<file path="config.mk">
export PLATFORM = sky130hd
export DESIGN_NAME = script_source_lexer
export DESIGN_NICKNAME = d
export VERILOG_FILES = /design/src/design/ssl_pkg.sv /design/src/design/ssl_front.sv /design/src/design/ssl_queue.sv /design/src/design/ssl_back.sv /design/src/design/script_source_lexer.sv
export SDC_FILE = /design/constraint.sdc
export NUM_CORES = 1
export LEC_CHECK = 0
export BUFFER_PORTS_ARGS = -buffer_cell sky130_fd_sc_hd__buf_2
export CORE_MARGIN = 1
export CORE_UTILIZATION = 40
export DETAILED_ROUTE_END_ITERATION = 6
export PLACE_DENSITY = 0.55
export RECOVER_POWER = 50
export SETUP_SLACK_MARGIN = 0.5
export SYNTH_ARGS = -nofsm -noshare
export SYNTH_HDL_FRONTEND = slang
export SYNTH_SLANG_ARGS = --single-unit
export TNS_END_PERCENT = 30
</file>
<file path="constraint.sdc">
create_clock -name aclk -period 11.21 [get_ports aclk]
set_input_delay 2.242 -clock aclk [delete_from_list [all_inputs] [get_ports aclk]]
set_output_delay 2.242 -clock aclk [all_outputs]
set_load 0.005 [all_outputs]
</file>
<file path="src/design/ssl_pkg.sv">
package ssl_pkg;

    // lexer modes
    typedef enum logic [1:0] {
        MODE_NORMAL = 2'd0,
        MODE_BLOCK  = 2'd1,
        MODE_STRING = 2'd2,
        MODE_LINE   = 2'd3
    } mode_t;

    // special bytes
    localparam logic [7:0] CH_NUL    = 8'h00;
    localparam logic [7:0] CH_TAB    = 8'h09;
    localparam logic [7:0] CH_NL     = 8'h0A;
    localparam logic [7:0] CH_CR     = 8'h0D;
    localparam logic [7:0] CH_SPACE  = 8'h20;
    localparam logic [7:0] CH_QUOTE  = 8'h22;
    localparam logic [7:0] CH_STAR   = 8'h2A;
    localparam logic [7:0] CH_SLASH  = 8'h2F;
    localparam logic [7:0] CH_BSLASH = 8'h5C;

    localparam int MAX_TOKS = 4;
    localparam int Q_DEPTH  = 4;

    // one result
    typedef struct packed {
        logic        ovf;
        logic        last;
        logic [16:0] length;
        logic [15:0] start;
    } tok_t;

    // all results caused by one source byte
    typedef struct packed {
        logic [1:0]            cnt_m1;
        tok_t [MAX_TOKS-1:0]   tok;
    } bundle_t;

    function automatic logic is_single_op(input logic [7:0] c);
        logic r;
        case (c) inside
            "(", ")", "{", "}", ";", ",", ":", ".", "*", "%", "&", "|",
            "^", "~", "<", ">", "!", "=", "+", "-", "/", CH_NL: r = 1'b1;
            default: r = 1'b0;
        endcase
        return r;
    endfunction

    function automatic logic is_pair_op(input logic [7:0] a, input logic [7:0] b);
        return (a == "<" && (b == "<" || b == "=")) ||
               (a == ">" && (b == ">" || b == "=")) ||
               (a == "=" && b == "=") || (a == "!" && b == "=") ||
               (a == "&" && b == "&") || (a == "|" && b == "|");
    endfunction

endpackage

</file>
<file path="src/design/ssl_front.sv">
module ssl_front #(
    parameter int MAX_SOURCE_BYTES = 65536
) (
    input  logic             aclk,
    input  logic             aresetn,
    input  logic             in_valid,
    output logic             in_ready,
    input  logic [7:0]       in_byte,
    input  logic             q_full,
    output logic             push,
    output ssl_pkg::bundle_t bundle
);

    localparam int POS_W = $clog2(MAX_SOURCE_BYTES + 1);
    localparam logic [POS_W-1:0] MAX_POS = POS_W'(MAX_SOURCE_BYTES);
    localparam logic [POS_W-1:0] ONE = POS_W'(1);
    localparam logic [POS_W-1:0] TWO = POS_W'(2);

    logic [7:0]       held_byte_reg, held_byte_next;
    logic             held_valid_reg, held_valid_next;
    ssl_pkg::mode_t   mode_reg, mode_next;
    logic             esc_reg, esc_next;
    logic [POS_W-1:0] base_reg, base_next;
    logic [POS_W-1:0] pos_reg, pos_next;
    logic             ovf_reg, ovf_next;

    logic                            accept;
    logic [2:0]                      tok_cnt;
    ssl_pkg::tok_t [ssl_pkg::MAX_TOKS-1:0] toks;

    function automatic ssl_pkg::tok_t mk_tok(input logic [POS_W-1:0] start,
                                             input logic [POS_W-1:0] len,
                                             input logic last, input logic ovf);
        ssl_pkg::tok_t t;
        logic [31:0]   s32;
        logic [31:0]   l32;
        s32 = 32'(start);
        l32 = 32'(len);
        t.start  = s32[15:0];
        t.length = l32[16:0];
        t.last   = last;
        t.ovf    = ovf;
        return t;
    endfunction

    assign accept   = in_valid && in_ready;
    assign in_ready = !q_full;

    // next state: walk held byte, then the fresh byte
    always_comb begin : lex_next
        logic [7:0]       b;
        logic [7:0]       h;
        logic [POS_W-1:0] p;
        logic [POS_W-1:0] pos;
        logic [POS_W-1:0] base;
        ssl_pkg::mode_t   mode;
        logic             esc;
        logic             hv;
        logic [7:0]       hb;
        logic             consumed;
        logic             active;
        logic             keep;
        logic [2:0]       n;
        ssl_pkg::tok_t [ssl_pkg::MAX_TOKS-1:0] slot;

        b        = in_byte;
        h        = held_byte_reg;
        pos      = pos_reg;
        p        = pos_reg - ONE;
        base     = base_reg;
        mode     = mode_reg;
        esc      = esc_reg;
        hv       = held_valid_reg;
        hb       = held_byte_reg;
        consumed = 1'b0;
        keep     = 1'b0;
        n        = 3'd0;
        slot     = '0;
        active   = (b == ssl_pkg::CH_NUL) || (pos_reg < MAX_POS);

        if (active && held_valid_reg) begin
            hv = 1'b0;
            if (mode == ssl_pkg::MODE_BLOCK) begin
                if (h == ssl_pkg::CH_STAR && b == ssl_pkg::CH_SLASH) begin
                    mode     = ssl_pkg::MODE_NORMAL;
                    base     = p + TWO;
                    consumed = 1'b1;
                end
            end else if (h == ssl_pkg::CH_SLASH && b == ssl_pkg::CH_STAR) begin
                if (base < p) begin
                    slot[n[1:0]] = mk_tok(base, p - base, 1'b0, ovf_reg);
                    n = n + 3'd1;
                end
                mode     = ssl_pkg::MODE_BLOCK;
                base     = p + TWO;
                consumed = 1'b1;
            end else if (h == ssl_pkg::CH_SLASH && b == ssl_pkg::CH_SLASH) begin
                if (base < p) begin
                    slot[n[1:0]] = mk_tok(base, p - base, 1'b0, ovf_reg);
                    n = n + 3'd1;
                end
                mode = ssl_pkg::MODE_LINE;
                base = p + ONE;
            end else if (h == ssl_pkg::CH_QUOTE) begin
                if (base < p) begin
                    slot[n[1:0]] = mk_tok(base, p - base, 1'b0, ovf_reg);
                    n = n + 3'd1;
                end
                mode = ssl_pkg::MODE_STRING;
                esc  = 1'b0;
                base = p;
            end else if (h == ssl_pkg::CH_SPACE || h == ssl_pkg::CH_TAB ||
                         h == ssl_pkg::CH_CR) begin
                if (base < p) begin
                    slot[n[1:0]] = mk_tok(base, p - base, 1'b0, ovf_reg);
                    n = n + 3'd1;
                end
                base = p + ONE;
            end else if (ssl_pkg::is_pair_op(h, b)) begin
                if (base < p) begin
                    slot[n[1:0]] = mk_tok(base, p - base, 1'b0, ovf_reg);
                    n = n + 3'd1;
                end
                slot[n[1:0]] = mk_tok(p, TWO, 1'b0, ovf_reg);
                n = n + 3'd1;
                base     = p + TWO;
                consumed = 1'b1;
            end else if (ssl_pkg::is_single_op(h)) begin
                if (base < p) begin
                    slot[n[1:0]] = mk_tok(base, p - base, 1'b0, ovf_reg);
                    n = n + 3'd1;
                end
                slot[n[1:0]] = mk_tok(p, ONE, 1'b0, ovf_reg);
                n = n + 3'd1;
                base = p + ONE;
            end
        end

        held_byte_next  = hb;
        held_valid_next = hv;
        mode_next       = mode;
        esc_next        = esc;
        base_next       = base;
        pos_next        = pos;
        ovf_next        = ovf_reg;

        if (b == ssl_pkg::CH_NUL) begin
            // end of source: flush, end marker, back to reset state
            if (base < pos) begin
                slot[n[1:0]] = mk_tok(base, pos - base, 1'b0, ovf_reg);
                n = n + 3'd1;
            end
            slot[n[1:0]] = mk_tok('0, '0, 1'b1, ovf_reg);
            n = n + 3'd1;
            held_byte_next  = '0;
            held_valid_next = 1'b0;
            mode_next       = ssl_pkg::MODE_NORMAL;
            esc_next        = 1'b0;
            base_next       = '0;
            pos_next        = '0;
            ovf_next        = 1'b0;
        end else if (!active) begin
            // past the bound: byte dropped
            ovf_next = 1'b1;
        end else begin
            if (!consumed) begin
                if (mode == ssl_pkg::MODE_STRING) begin
                    if (esc) begin
                        esc = 1'b0;
                    end else if (b == ssl_pkg::CH_BSLASH) begin
                        esc = 1'b1;
                    end else if (b == ssl_pkg::CH_QUOTE) begin
                        if (base < pos + ONE) begin
                            slot[n[1:0]] = mk_tok(base, pos + ONE - base, 1'b0, ovf_reg);
                            n = n + 3'd1;
                        end
                        mode = ssl_pkg::MODE_NORMAL;
                        base = pos + ONE;
                    end
                end else begin
                    keep = 1'b1;
                    if (mode == ssl_pkg::MODE_LINE) begin
                        if (b == ssl_pkg::CH_NL) begin
                            mode = ssl_pkg::MODE_NORMAL;
                            base = pos;
                        end else begin
                            base = pos + ONE;
                            keep = 1'b0;
                        end
                    end
                    if (keep) begin
                        hb = b;
                        hv = 1'b1;
                    end
                end
            end
            held_byte_next  = hb;
            held_valid_next = hv;
            mode_next       = mode;
            esc_next        = esc;
            base_next       = base;
            pos_next        = pos + ONE;
        end

        tok_cnt = n;
        toks    = slot;
    end

    // outputs toward the queue
    always_comb begin : lex_out
        logic [2:0] cm1;
        cm1            = tok_cnt - 3'd1;
        push           = accept && (tok_cnt != 3'd0);
        bundle.tok     = toks;
        bundle.cnt_m1  = cm1[1:0];
    end

    always_ff @(posedge aclk) begin
        if (!aresetn) begin
            held_byte_reg  <= '0;
            held_valid_reg <= 1'b0;
            mode_reg       <= ssl_pkg::MODE_NORMAL;
            esc_reg        <= 1'b0;
            base_reg       <= '0;
            pos_reg        <= '0;
            ovf_reg        <= 1'b0;
        end else if (accept) begin
            held_byte_reg  <= held_byte_next;
            held_valid_reg <= held_valid_next;
            mode_reg       <= mode_next;
            esc_reg        <= esc_next;
            base_reg       <= base_next;
            pos_reg        <= pos_next;
            ovf_reg        <= ovf_next;
        end
    end

    // end of source returns position and lookahead to reset state
    a_end_clears: assert property (@(posedge aclk) disable iff (!aresetn)
        accept && in_byte == ssl_pkg::CH_NUL |=> pos_reg == '0 && !held_valid_reg
            && mode_reg == ssl_pkg::MODE_NORMAL)
        else $error("end of source did not clear lexer state");

    // a dropped byte never yields a result
    a_drop_silent: assert property (@(posedge aclk) disable iff (!aresetn)
        accept && in_byte != ssl_pkg::CH_NUL && pos_reg >= MAX_POS |-> !push)
        else $error("dropped byte produced a result");

endmodule

</file>
<file path="src/design/ssl_queue.sv">
module ssl_queue (
    input  logic             aclk,
    input  logic             aresetn,
    input  logic             push,
    input  ssl_pkg::bundle_t push_data,
    output logic             full,
    input  logic             pop,
    output logic             valid,
    output ssl_pkg::bundle_t head
);

    localparam int PTR_W = $clog2(ssl_pkg::Q_DEPTH);
    localparam int CNT_W = $clog2(ssl_pkg::Q_DEPTH + 1);
    localparam logic [CNT_W-1:0] DEPTH_C = CNT_W'(ssl_pkg::Q_DEPTH);

    ssl_pkg::bundle_t mem [ssl_pkg::Q_DEPTH];
    logic [PTR_W-1:0] wr_ptr_reg, rd_ptr_reg;
    logic [CNT_W-1:0] count_reg, count_next;

    assign full  = (count_reg == DEPTH_C);
    assign valid = (count_reg != '0);
    assign head  = mem[rd_ptr_reg];

    always_comb begin
        count_next = count_reg;
        if (push && !pop) begin
            count_next = count_reg + CNT_W'(1);
        end else if (pop && !push) begin
            count_next = count_reg - CNT_W'(1);
        end
    end

    always_ff @(posedge aclk) begin
        if (push) begin
            mem[wr_ptr_reg] <= push_data;
        end
    end

    always_ff @(posedge aclk) begin
        if (!aresetn) begin
            wr_ptr_reg <= '0;
            rd_ptr_reg <= '0;
            count_reg  <= '0;
        end else begin
            if (push) begin
                wr_ptr_reg <= wr_ptr_reg + PTR_W'(1);
            end
            if (pop) begin
                rd_ptr_reg <= rd_ptr_reg + PTR_W'(1);
            end
            count_reg <= count_next;
        end
    end

    a_no_overrun: assert property (@(posedge aclk) disable iff (!aresetn)
        push |-> count_reg != DEPTH_C)
        else $error("push into full queue");

endmodule

</file>
<file path="src/design/ssl_back.sv">
module ssl_back (
    input  logic             aclk,
    input  logic             aresetn,
    input  logic             q_valid,
    input  ssl_pkg::bundle_t head,
    output logic             pop,
    output logic             out_valid,
    input  logic             out_ready,
    output ssl_pkg::tok_t    out_tok
);

    logic [1:0]    idx_reg, idx_next;
    logic          valid_reg, valid_next;
    ssl_pkg::tok_t tok_reg;
    logic          load_ok;
    logic          take;

    assign load_ok   = !valid_reg || out_ready;
    assign take      = q_valid && load_ok;
    assign pop       = take && (idx_reg == head.cnt_m1);
    assign out_valid = valid_reg;
    assign out_tok   = tok_reg;

    always_comb begin
        idx_next   = idx_reg;
        valid_next = valid_reg;
        if (take) begin
            valid_next = 1'b1;
            idx_next   = pop ? 2'd0 : idx_reg + 2'd1;
        end else if (out_ready) begin
            valid_next = 1'b0;
        end
    end

    always_ff @(posedge aclk) begin
        if (take) begin
            tok_reg <= head.tok[idx_reg];
        end
    end

    always_ff @(posedge aclk) begin
        if (!aresetn) begin
            idx_reg   <= 2'd0;
            valid_reg <= 1'b0;
        end else begin
            idx_reg   <= idx_next;
            valid_reg <= valid_next;
        end
    end

    // a partly sent bundle stays at the head and the index stays inside it
    a_idx_in_bundle: assert property (@(posedge aclk) disable iff (!aresetn)
        idx_reg != 2'd0 |-> q_valid && idx_reg <= head.cnt_m1)
        else $error("result index outside current bundle");

endmodule

</file>
<file path="src/design/script_source_lexer.sv">
// Source lexer for a C-style script language.
// Input stream (s_*): one source byte per request in s_tdata; byte 0 ends
// the source and resets all lexer state for the next one.
// Output stream (m_*): one token per request, offset and length in m_tdata;
// m_tlast marks the end-of-source terminator, m_tuser flags a source that
// ran past MAX_SOURCE_BYTES (later positions saturate, bytes dropped).
// Throughput: one byte per cycle while the queue is not full. The front
// lexer keeps a one-byte lookahead and resolves each byte combinationally;
// a byte that closes tokens hands them (up to three, at end of source) as
// one bundle to a 4-entry queue. The back end sends one token per cycle
// from the queue head while m_tready is high; the tokens of one bundle
// leave one after another through the single output register.
// A token passes through the queue and then the output register; the byte
// that closes it is at most two bytes after its last byte.
// Reset: synchronous, active-low aresetn; clears lexer state, queue and
// output valid. A stalled m_tready holds the output; the queue absorbs
// bursts, and s_tready drops only when the queue is full.
module script_source_lexer #(
    parameter int MAX_SOURCE_BYTES = 65536
) (
    input  logic        aclk,
    input  logic        aresetn,
    input  logic        s_tvalid,
    output logic        s_tready,
    input  logic [7:0]  s_tdata,   // [7:0] src_byte
    output logic        m_tvalid,
    input  logic        m_tready,
    output logic [39:0] m_tdata,   // [15:0] token_start, [32:16] token_length, zero fill
    output logic        m_tlast,   // end_marker
    output logic [0:0]  m_tuser    // [0] source_overflow
);

    logic             q_full;
    logic             q_push;
    logic             q_pop;
    logic             q_valid;
    ssl_pkg::bundle_t q_in;
    ssl_pkg::bundle_t q_head;
    ssl_pkg::tok_t    out_tok;

    // front: lexer state, lookahead, token closing
    ssl_front #(
        .MAX_SOURCE_BYTES(MAX_SOURCE_BYTES)
    ) u_front (
        .aclk     (aclk),
        .aresetn  (aresetn),
        .in_valid (s_tvalid),
        .in_ready (s_tready),
        .in_byte  (s_tdata),
        .q_full   (q_full),
        .push     (q_push),
        .bundle   (q_in)
    );

    // decoupling queue of per-byte token bundles
    ssl_queue u_queue (
        .aclk      (aclk),
        .aresetn   (aresetn),
        .push      (q_push),
        .push_data (q_in),
        .full      (q_full),
        .pop       (q_pop),
        .valid     (q_valid),
        .head      (q_head)
    );

    // back: serialize bundles onto the output stream
    ssl_back u_back (
        .aclk      (aclk),
        .aresetn   (aresetn),
        .q_valid   (q_valid),
        .head      (q_head),
        .pop       (q_pop),
        .out_valid (m_tvalid),
        .out_ready (m_tready),
        .out_tok   (out_tok)
    );

    assign m_tdata = {7'd0, out_tok.length, out_tok.start};
    assign m_tlast = out_tok.last;
    assign m_tuser = out_tok.ovf;

endmodule

</file>
==> results.yml, run 1 <==
status:
  outcome: "finished with violations"
  violations: "design-rule violations, max-capacitance violations, max-slew violations"
critical_path:
  slowest_stage: "clkbuf_1"
  critPathCaptureType: "register"
  timing.rr.end: "u_queue.mem[1][136]"
  r2r_slack_ns: 2.29
  r2r_start: "u_front.lex_next.pos[16]"
  cpMostUsedCell: "clkbuf_1"
  critPathKind: "in2reg"
  cp-startpoint: "s_tdata[5]"
  start_kind: "input pin"
  crit_family: "compound AO/OA/AOI/OAI gates"
  worst_ep_required_time_ns: 11.50
  cp_max_fo: 31
  cp_slowest_stage_delay_ns: 0.67
  critPathBufInv: 7
  rr_worst_depth: 24
  crit_arrival_ns: 10.48
cts:
  clockRootBuffer: "clkbuf_16"
  htree_levels: 3
  clkSlewWorstSetupHoldPaths_ns: 0.06
  cts_tree: "yes"
  cts_resized: 0
  clk_latency_ns: 0.64
  holdBufCountCts: 0
  postCtsSetupRepairBufs: 0
  cts_buffer_depth: 3
  cts-buffers-inserted: 74
  clock_sinks: 662
route:
  drtAntennaViolNets: 0
  dr.pass1.iters: 7
  wl_per_cell_microns: 30.0
  drc_errors: 3
  routed_wl_microns: 110000
  dr.first_iter.drc_count: 2644
  viasPerCell: 6.24
  vias: 22844
yosys:
  ys_warn_count: 0
  postSynth.asyncResetShare_pct: 0
  synthTopCellsByArea: "edfxtp_1 55%, mux4_2 12%, dfxtp_1 3.6%, ha_1 2.6%, a21oi_1 1.9%"
  synth_edf_count: 603
  synth_compound_area_share_pct: 11.8
  synth_seq_area_share_pct: 58.3
  avgSynthCellArea_sq_um: 13.7
  synth_largest_area_cell: "edfxtp_1"
  muxShareOfSynthArea_pct: 12.6
  syn_inst: 2418
  yosys.area_share.xor_xnor_pct: 2.62
  synth_fa_ha_area_share_pct: 2.89
  syn_area_sq_um: 33100
  yosys.area_share.simple_pct: 9.01
  ys_ff_latch: 662
  synth_cell_types: 101
  synth_top_area_share_pct: 54.8
  synth_top_family_by_area: "multiplexers"
  ys.flop_type: "edfxtp_1"
floorplan:
  die_height_microns: 290
  ios: 56
  die_w_microns: 290
  initial_utilization_pct: 40.3
  die_area_sq_um: 83800
  coreArea_sq_um: 82000
  rows: 105
layout:
  syn2layout_area_growth_pct: 13.0
  layout-drive-gt1-share_pct: 17.1
  largest_register_ffs: 568
  nets: 2619
  regMostFlops: "u_queue.mem"
  antennaDiodeCount: 0
  utilization_pct: 45.6
power_and_ir_drop:
  power_leakage_nw: 12.2
  cellPowerDensity_nw_per_um2: 194
  peakVddDrop_mv: 0.105
sta:
  final_max_slew_viol_count: 274
  relSlewSlack_pct: -163
  setup_viol: 0
  period_share_pct: 90.9
  worstMarginPinSlew_ns: 3.94
  period_minus_slack_ns: 10.19
  setup_tns_ns: 0
  fmax_mhz: 98.1
  rsz0062_at_grt: "false"
  skew_ns: 0.0419
  final_hold_viol_count: 0
grt:
  grt_pass1_vias: 22452
  grt.overflow.total: 0
  grt_pass1_wl_microns: 159000
  grt_max_degree: 63
  grt_usage_pct: 26.3
  grt_antenna_before_repair: 1
placed_design:
  gp_congestion: 0.996
  dp_hpwl_microns: 80100
  io_buffer_count: 48
worst_hold_path:
  hold_path_class: "reg2reg"
  whs_path_depth: 2
  hp-start: "u_front.esc_reg"
  min_to: "u_front.esc_reg"
job:
  maxCapViolCount: 7
-- placed cells by master (no fill, tap or decap), types with 20 or more instances in the layout --
cell type and instances:
nand3_1 60, nand2b_1 27, o22ai_1 82, xnor2_1 63
a21oi_1 127, clkbuf_16 74, a21o_1 25, ha_1 70
a31oi_1 20, nand4_1 24, clkbuf_1 72, xor2_1 36
inv_1 75, nand2_1 113, buf_4 92, edfxtp_1 603
mux4_2 177, nor3_1 46, o21ai_0 98, o221ai_1 23
o211ai_1 31, a22oi_1 25, dfxtp_1 57, nor2_1 174
-- metrics by stage --
stage | setup slack, ns | instance area [sq um] | total power, mW | hold WS, ns | std cells
4_1_cts | 1.93 | 37600 | 7.28 | 0.500 | 3658
3_3_place_gp | 1.46 | 35300 | 4.90 | 0.481 | 3527
6_report | 1.02 | 37400 | 7.25 | 0.474 | 3658
2_1_floorplan | -0.395 | 33100 | 4.12 | 0.458 | 2424
3_5_place_dp | 1.31 | 35300 | 4.90 | 0.492 | 3527
5_1_grt | 0.599 | 37400 | 7.53 | 0.491 | 3658
-- where the power goes --
part           internal, mW  leakage, nW  total, mW  switching [mW]
sequential             2.81         6.14       2.89          0.0814
combinational         0.720         4.91       1.99            1.27
clock                  1.38         1.15       2.36           0.983
-- synth_stat cells, types with 8 or more instances --
master,n
a22o_1,8
o21ai_1,10
nand2_1,113
dfxtp_1,59
nor2_1,164
xnor2_1,63
mux4_2,177
nand3_1,60
ha_1,70
o22ai_1,82
mux2i_1,16
a21oi_1,127
a21o_1,25
inv_1,75
a211oi_1,13
nor3_1,45
or2_2,8
buf_1,20
a22oi_1,25
nand2b_1,27
buf_2,14
o21ai_0,97
xor2_1,36
or3_1,18
nor4_1,12
edfxtp_1,603
nor2b_1,14
and3_1,17
nand4_1,23
o221ai_1,24
and2_1,16
clkbuf_1,102
buf_4,8
nor2_2,10
o21a_1,11
o211ai_1,31
a31oi_1,19
-- worst reg2reg max path, stage by stage (launching register included) --
cell and delay (ns):
dfxtp_1 0.71, clkinv_1 0.59, a21oi_1 1.02, nor2_1 0.18, buf_4 0.27, and2_0 0.39, nor2_1 0.25, a21o_1 0.32
ha_1 0.36, a211oi_1 0.27, o21bai_1 0.15, or3_1 0.31, o21ai_0 0.46, a21boi_0 0.26, nor2_1 0.29, clkbuf_1 0.21
nor2_1 0.06, a21o_1 0.18, ha_1 0.21, a2111o_1 0.37, o31a_1 0.14, a31oi_1 0.45, clkbuf_1 0.32, and2_4 0.47
buf_12 0.30
-- cells by family after synthesis --
group | count (synthesis)
DFF | 662
AOI/OAI and AO/OA | 583
and+or+nand+nor | 580
buffers and inverters | 224
muxes | 195
xor gates and xnor gates | 99
adders and majority gates | 74
other | 1
-- worst max-delay path by stage --
| stage | to | slack, ns | cells after the start |
|---|---|---|---|
| 3_3_place_gp | u_queue.count_reg[2] | 1.46 | 30 |
| 6_report | u_queue.mem[1][136] | 1.02 | 25 |
| 2_1_floorplan | u_queue.mem[0][0] | -0.39 | 25 |
| 3_5_place_dp | u_queue.mem[0][32] | 1.31 | 28 |
| 4_1_cts | u_queue.mem[2][32] | 1.93 | 28 |
| 5_1_grt | u_queue.mem[1][136] | 0.60 | 26 |
-- per-layer routing --
metal	share of wire [%]	up-vias	global-route usage (%)
li1	-	9880	-
met1	44	11884	36.9
met2	47	914	42.2
met3	5.7	166	3.64
met4	3.2	0	8.52
met5	0	-	0
-- layout make-up --
| class | instances | area (sq um) |
|---|---|---|
| Sequential cell | 662 | 19300 |
| Tap cell | 1070 | 1340 |
| Clock inverter | 46 | 469 |
| Multi-Input combinational cell | 1538 | 12800 |
| Inverter | 78 | 293 |
| Timing Repair Buffer | 179 | 1240 |
| Clock buffer | 85 | 1890 |
| Fill cell | 7348 | 44600 |
(Power assumes the default switching activity.)
==> inputs of run 2 (changes only) <==
==> constraint.sdc (replaced) <==
create_clock -name aclk -period 11.21 [get_ports aclk]
set_input_delay 1.6815 -clock aclk [delete_from_list [all_inputs] [get_ports aclk]]
set_output_delay 1.6815 -clock aclk [all_outputs]
set_load 0.005 [all_outputs]
==> results.yml, run 2 (synthesis gave the netlist of run 1 again) <==
critical_path:
  critPathCaptureType: "register"
  worst_ep_required_time_ns: 11.67
  slowest_stage: "nor4_1"
  start_kind: "input pin"
  rr_worst_depth: 28
  cp_max_fo: 13
  r2r_slack_ns: 2.53
  r2r_start: "u_front.lex_next.pos[1]"
  cp-startpoint: "s_tdata[5]"
  cp_slowest_stage_delay_ns: 1.27
  critPathKind: "in2reg"
  crit_family: "compound AO/OA/AOI/OAI gates"
  critPathBufInv: 8
  crit_arrival_ns: 10.30
  timing.rr.end: "u_queue.mem[2][13]"
grt:
  grt_pass1_wl_microns: 160000
  grt_pass1_vias: 22720
  grt.overflow.total: 0
  grt_usage_pct: 26.4
  grt_max_degree: 64
  grt_antenna_before_repair: 1
route:
  wl_per_cell_microns: 30.0
  wl_met3_microns: 7920
  dr.pass1.iters: 6
  vias: 23043
  drc_errors: 0
  routed.top_layer: "met4"
  viasPerCell: 6.24
  drtAntennaViolNets: 0
  routed_wl_microns: 111000
  wl_met2_microns: 51100
  dr.first_iter.drc_count: 2594
  drt-met1-wl_microns: 47500
layout:
  final_common_cell: "edfxtp_1"
  seq_area_sq_um: 19300
  fin_area_sq_um: 37600
  regMostFlops: "u_queue.mem"
  layout-drive-gt1-share_pct: 17.8
  final_cell_mix: "603 x edfxtp_1, 177 x mux4_2, 172 x nor2_1"
  nFillCells: 7387
  utilization_pct: 45.9
  largest_register_ffs: 568
  multi_input_area_sq_um: 12900
  syn2layout_area_growth_pct: 13.8
  nets: 2652
power_and_ir_drop:
  switchingPower_mw: 2.29
  cellPowerDensity_nw_per_um2: 190
  seq_power_share_pct: 40.5
  swShare_pct: 32.0
  peakVddDrop_mv: 0.105
  pwr-share-comb_pct: 27.0
  power_leakage_nw: 12.3
  clockPowerShare_pct: 32.5
  p_int_mw: 4.85
sta:
  period_share_pct: 87.7
  relSlewSlack_pct: -102
  worstMarginPinSlew_ns: 3.03
  setup_viol: 0
  setup_tns_ns: 0
  period_minus_slack_ns: 9.84
  rsz0062_at_grt: "false"
  skew_ns: 0.0331
  final_hold_viol_count: 0
  fmax_mhz: 102
  final_max_slew_viol_count: 210
  finalHoldWorstSlack_ns: 0.460
  fin_ws_ns: 1.37
floorplan:
  ios: 56
  coreArea_sq_um: 82000
  initial_utilization_pct: 40.3
  die_w_microns: 290
  rows: 105
  die_area_sq_um: 83800
  die_height_microns: 290
placed_design:
  io_buffer_count: 48
  gp_congestion: 1.01
  post-place-ws_ns: 1.93
  dp_hpwl_microns: 79200
  place_area_sq_um: 35600
status:
  outcome: "finished with violations"
  violations: "max-capacitance violations, max-slew violations"
worst_hold_path:
  min_to: "u_front.esc_reg"
  hp-start: "u_front.esc_reg"
  whs_path_depth: 2
  hold_path_class: "reg2reg"
cts:
  cts-buffers-inserted: 72
  clock_sinks: 662
  clockRootBuffer: "clkbuf_16"
  clk_latency_ns: 0.63
  cts_resized: 0
  htree_levels: 3
  cts_tree: "yes"
  postCtsSetupRepairBufs: 0
  clkSlewWorstSetupHoldPaths_ns: 0.06
  holdBufCountCts: 0
  cts_buffer_depth: 3
job:
  maxCapViolCount: 8
-- run 2: cell types whose count changed in the layout (fill, tap and decap cells not counted), sizes merged --
cell    previous run  this run
buf              118       138
bufinv             7         4
clkbuf           146       169
clkinv            35        28
diode              0         1
inv               79        82
-- run 2: how the worst max path moves through the flow --
stage	to	slack [ns]	cells after the start
final	u_queue.mem[2][13]	1.37	26
after global placement	u_queue.count_reg[2]	2.13	29
after detailed placement	u_queue.count_reg[2]	1.93	29
after global routing	u_queue.mem[2][45]	1.15	26
after floorplan	u_queue.mem[0][0]	0.17	25
after CTS	u_queue.count_reg[2]	2.56	29
-- run 2: stage by stage --
step,cells,total power [mW]
after CTS,3694,7.18
after global placement,3562,4.85
final,3695,7.14
after detailed placement,3562,4.86
after global routing,3694,7.42
after floorplan,2424,4.12
-- run 2: layer usage --
layer / vias to the layer above / GRT usage (%)
li1: 9965 / -
met1: 11815 / 37.0
met2: 1043 / 41.3
met3: 220 / 4.46
met4: 0 / 10.2
met5: - / 0
-- run 2: worst register-to-register path, delay by kind of cell (launching register included) --
| kind | cells | cell delay, ns |
|---|---|---|
| and+or+nand+nor | 12 | 2.96 |
| buffers and inverters | 7 | 1.66 |
| AOI/OAI and AO/OA | 5 | 1.58 |
| adders and majority gates | 3 | 1.16 |
| xor gates and xnor gates | 1 | 0.82 |
| DFF | 1 | 0.34 |
-- run 2: power by group through the flow --
stage	sequential (mW)	combinational, mW	clock [mW]
2_1_floorplan	2.90	1.22	0
3_3_place_gp	2.94	1.92	0
6_report	2.89	1.93	2.32
3_5_place_dp	2.94	1.92	0
5_1_grt	2.91	2.06	2.45
4_1_cts	2.89	1.93	2.36
-- run 2: final cells by class --
class,instances,share of cell area [%]
Sequential cell,662,51.3
Multi-Input combinational cell,1538,34.2
Clock buffer,93,5.16
Timing Repair Buffer,214,4.03
Tap cell,1070,3.56
Clock inverter,39,0.955
Inverter,78,0.778
Antenna cell,1,0.00665
==> inputs of run 3 (changes only) <==
Settings changed: CAP_MARGIN set to 20, GPL_TIMING_DRIVEN set to 0.
==> results.yml, run 3 (synthesis gave the netlist of run 1 again) <==
power_and_ir_drop:
  cellPowerDensity_nw_per_um2: 195
  power_leakage_nw: 12.3
  seq_power_share_pct: 38.6
  swShare_pct: 32.0
  p_int_mw: 5.04
  switchingPower_mw: 2.36
  pwr-share-comb_pct: 27.2
  clockPowerShare_pct: 34.2
  power.total_mw: 7.40
  peakVddDrop_mv: 0.128
floorplan:
  ios: 56
  initial_utilization_pct: 40.3
  die_area_sq_um: 83800
  die_w_microns: 290
  rows: 105
  die_height_microns: 290
  coreArea_sq_um: 82000
status:
  violations: "max-capacitance violations, max-slew violations"
  outcome: "finished with violations"
layout:
  utilization_pct: 46.4
  fin_area_sq_um: 38000
  layout-drive-gt1-share_pct: 16.5
  instances_no_fill: 3735
  regMostFlops: "u_queue.mem"
  nFillCells: 7388
  largest_register_ffs: 568
  nets: 2690
  final_common_cell: "edfxtp_1"
  final_cell_mix: "603 x edfxtp_1, 177 x mux4_2, 173 x nor2_1"
  syn2layout_area_growth_pct: 14.9
job:
  maxCapViolCount: 3
grt:
  grt_antenna_before_repair: 5
  grt_usage_pct: 28.5
  grt.overflow.total: 0
  grt_max_degree: 55
  grt_pass1_vias: 22868
  grt_pass1_wl_microns: 168000
critical_path:
  cp_max_fo: 49
  r2r_start: "u_front.lex_next.pos[0]"
  worst_ep_required_time_ns: 11.51
  critPathKind: "in2reg"
  start_kind: "input pin"
  timing.rr.end: "u_queue.mem[3][5]"
  rr_worst_depth: 32
  r2r_slack_ns: 0.82
  critPathCaptureType: "register"
  crit_arrival_ns: 10.93
placed_design:
  gp_congestion: 0.998
  place_area_sq_um: 35400
  dp_cells: 3584
  dp_hpwl_microns: 88100
  post-place-ws_ns: -1.13
  io_buffer_count: 46
worst_hold_path:
  min_to: "u_back.out_valid"
  hp-start: "u_back.out_valid"
  hold_path_class: "reg2reg"
  whs_path_depth: 2
sta:
  setup_tns_ns: 0
  fin_ws_ns: 0.578
  skew_ns: 0.0348
  period_minus_slack_ns: 10.63
  finalHoldWorstSlack_ns: 0.480
  fmax_mhz: 94.1
  relSlewSlack_pct: -66.0
  worstMarginPinSlew_ns: 2.49
  rsz0062_at_grt: "false"
  final_hold_viol_count: 0
  setup_viol: 0
  final_max_slew_viol_count: 50
  period_share_pct: 94.8
route:
  drc_errors: 0
  dr.first_iter.drc_count: 2425
  drtAntennaViolNets: 0
  vias: 23483
  routed_wl_microns: 120000
  viasPerCell: 6.29
  wl_per_cell_microns: 32.0
  dr.pass1.iters: 6
cts:
  cts_tree: "yes"
  holdBufCountCts: 0
  clkSlewWorstSetupHoldPaths_ns: 0.06
  cts-buffers-inserted: 72
  clock_sinks: 662
  clockRootBuffer: "clkbuf_16"
  clk_latency_ns: 0.64
  htree_levels: 3
  cts_buffer_depth: 3
-- run 3: cell count changes in the layout (fill, tap and decap cells not counted), moves of 11 or more --
cell	change
buf_4	-81
clkbuf_1	+74
buf_12	-16
buf_2	+16
buf_16	+11
buf_8	+11
-- run 3: layout make-up --
class | instances | area [sq um] | share of cell area, %
tap | 1070 | 1340 | 3.52
inverter | 78 | 299 | 0.787
sequential | 662 | 19300 | 50.8
clock buffer | 85 | 1860 | 4.90
clock inverter | 49 | 707 | 1.86
multi-input combinational | 1541 | 13000 | 34.2
antenna | 1 | 2.50 | 0.00659
timing repair buffer | 103 | 920 | 2.42
buffer | 146 | 597 | 1.57
-- run 3: worst max path at each step --
stage                         endpoint  cells past startpoint               startpoint  slack (ns)
floorplan            u_queue.mem[0][0]                     25               s_tdata[0]        0.17
global placement    u_queue.mem[1][44]                     28  u_front.lex_next.pos[0]       -6.82
detailed placement  u_queue.mem[1][44]                     32  u_front.lex_next.pos[0]       -1.13
CTS                  u_queue.mem[3][5]                     32  u_front.lex_next.pos[0]        0.50
finish               u_queue.mem[3][5]                     28               s_tdata[3]        0.58
global route         u_queue.mem[3][5]                     28               s_tdata[3]        0.27
-- run 3: critical path, cell delays in order --
cell,delay [ns]
clkbuf_1,0.38
nand4_1,0.31
or4b_1,0.70
o21ai_2,0.61
and2_0,0.21
clkbuf_1,0.69
o22ai_1,0.22
a31oi_2,0.27
buf_6,0.24
ha_1,0.28
nor2b_1,0.15
o31a_1,0.27
o31a_1,0.31
o21ai_2,0.33
a21boi_0,0.26
nor2_2,0.34
xor2_1,0.36
inv_1,0.12
ha_1,0.21
a2111o_1,0.33
clkbuf_1,0.33
o31a_1,0.21
buf_4,0.22
a31oi_4,0.42
and2_4,0.41
buf_16,0.31
buf_16,0.31
buf_12,0.27
-- run 3: layer usage --
layer	vias up	share of wire [%]	global-route usage, %
met4	6	4.5	12.3
li1	10036	-	-
met2	1015	46	44.6
met3	229	7.0	4.86
met5	-	0.039	0
met1	12197	43	39.3
-- run 3: power groups by stage --
stage	Combinational (mW)	Sequential (mW)	Clock, mW
floorplan	1.22	2.90	0
global placement	1.90	2.92	0
detailed placement	1.98	2.90	0
CTS	2.00	2.85	2.57
global route	2.13	2.87	2.66
finish	2.01	2.86	2.53
-- run 3: repair_timing --
action | in CTS | in global routing
buffers inserted | 0 | 3
cloned | 3 | 0
pin swaps | 4 | 1
endpoints found under the hold margin | 0 | 0
resized for setup | 12 | 14
setup endpoints to repair | 779 | 362
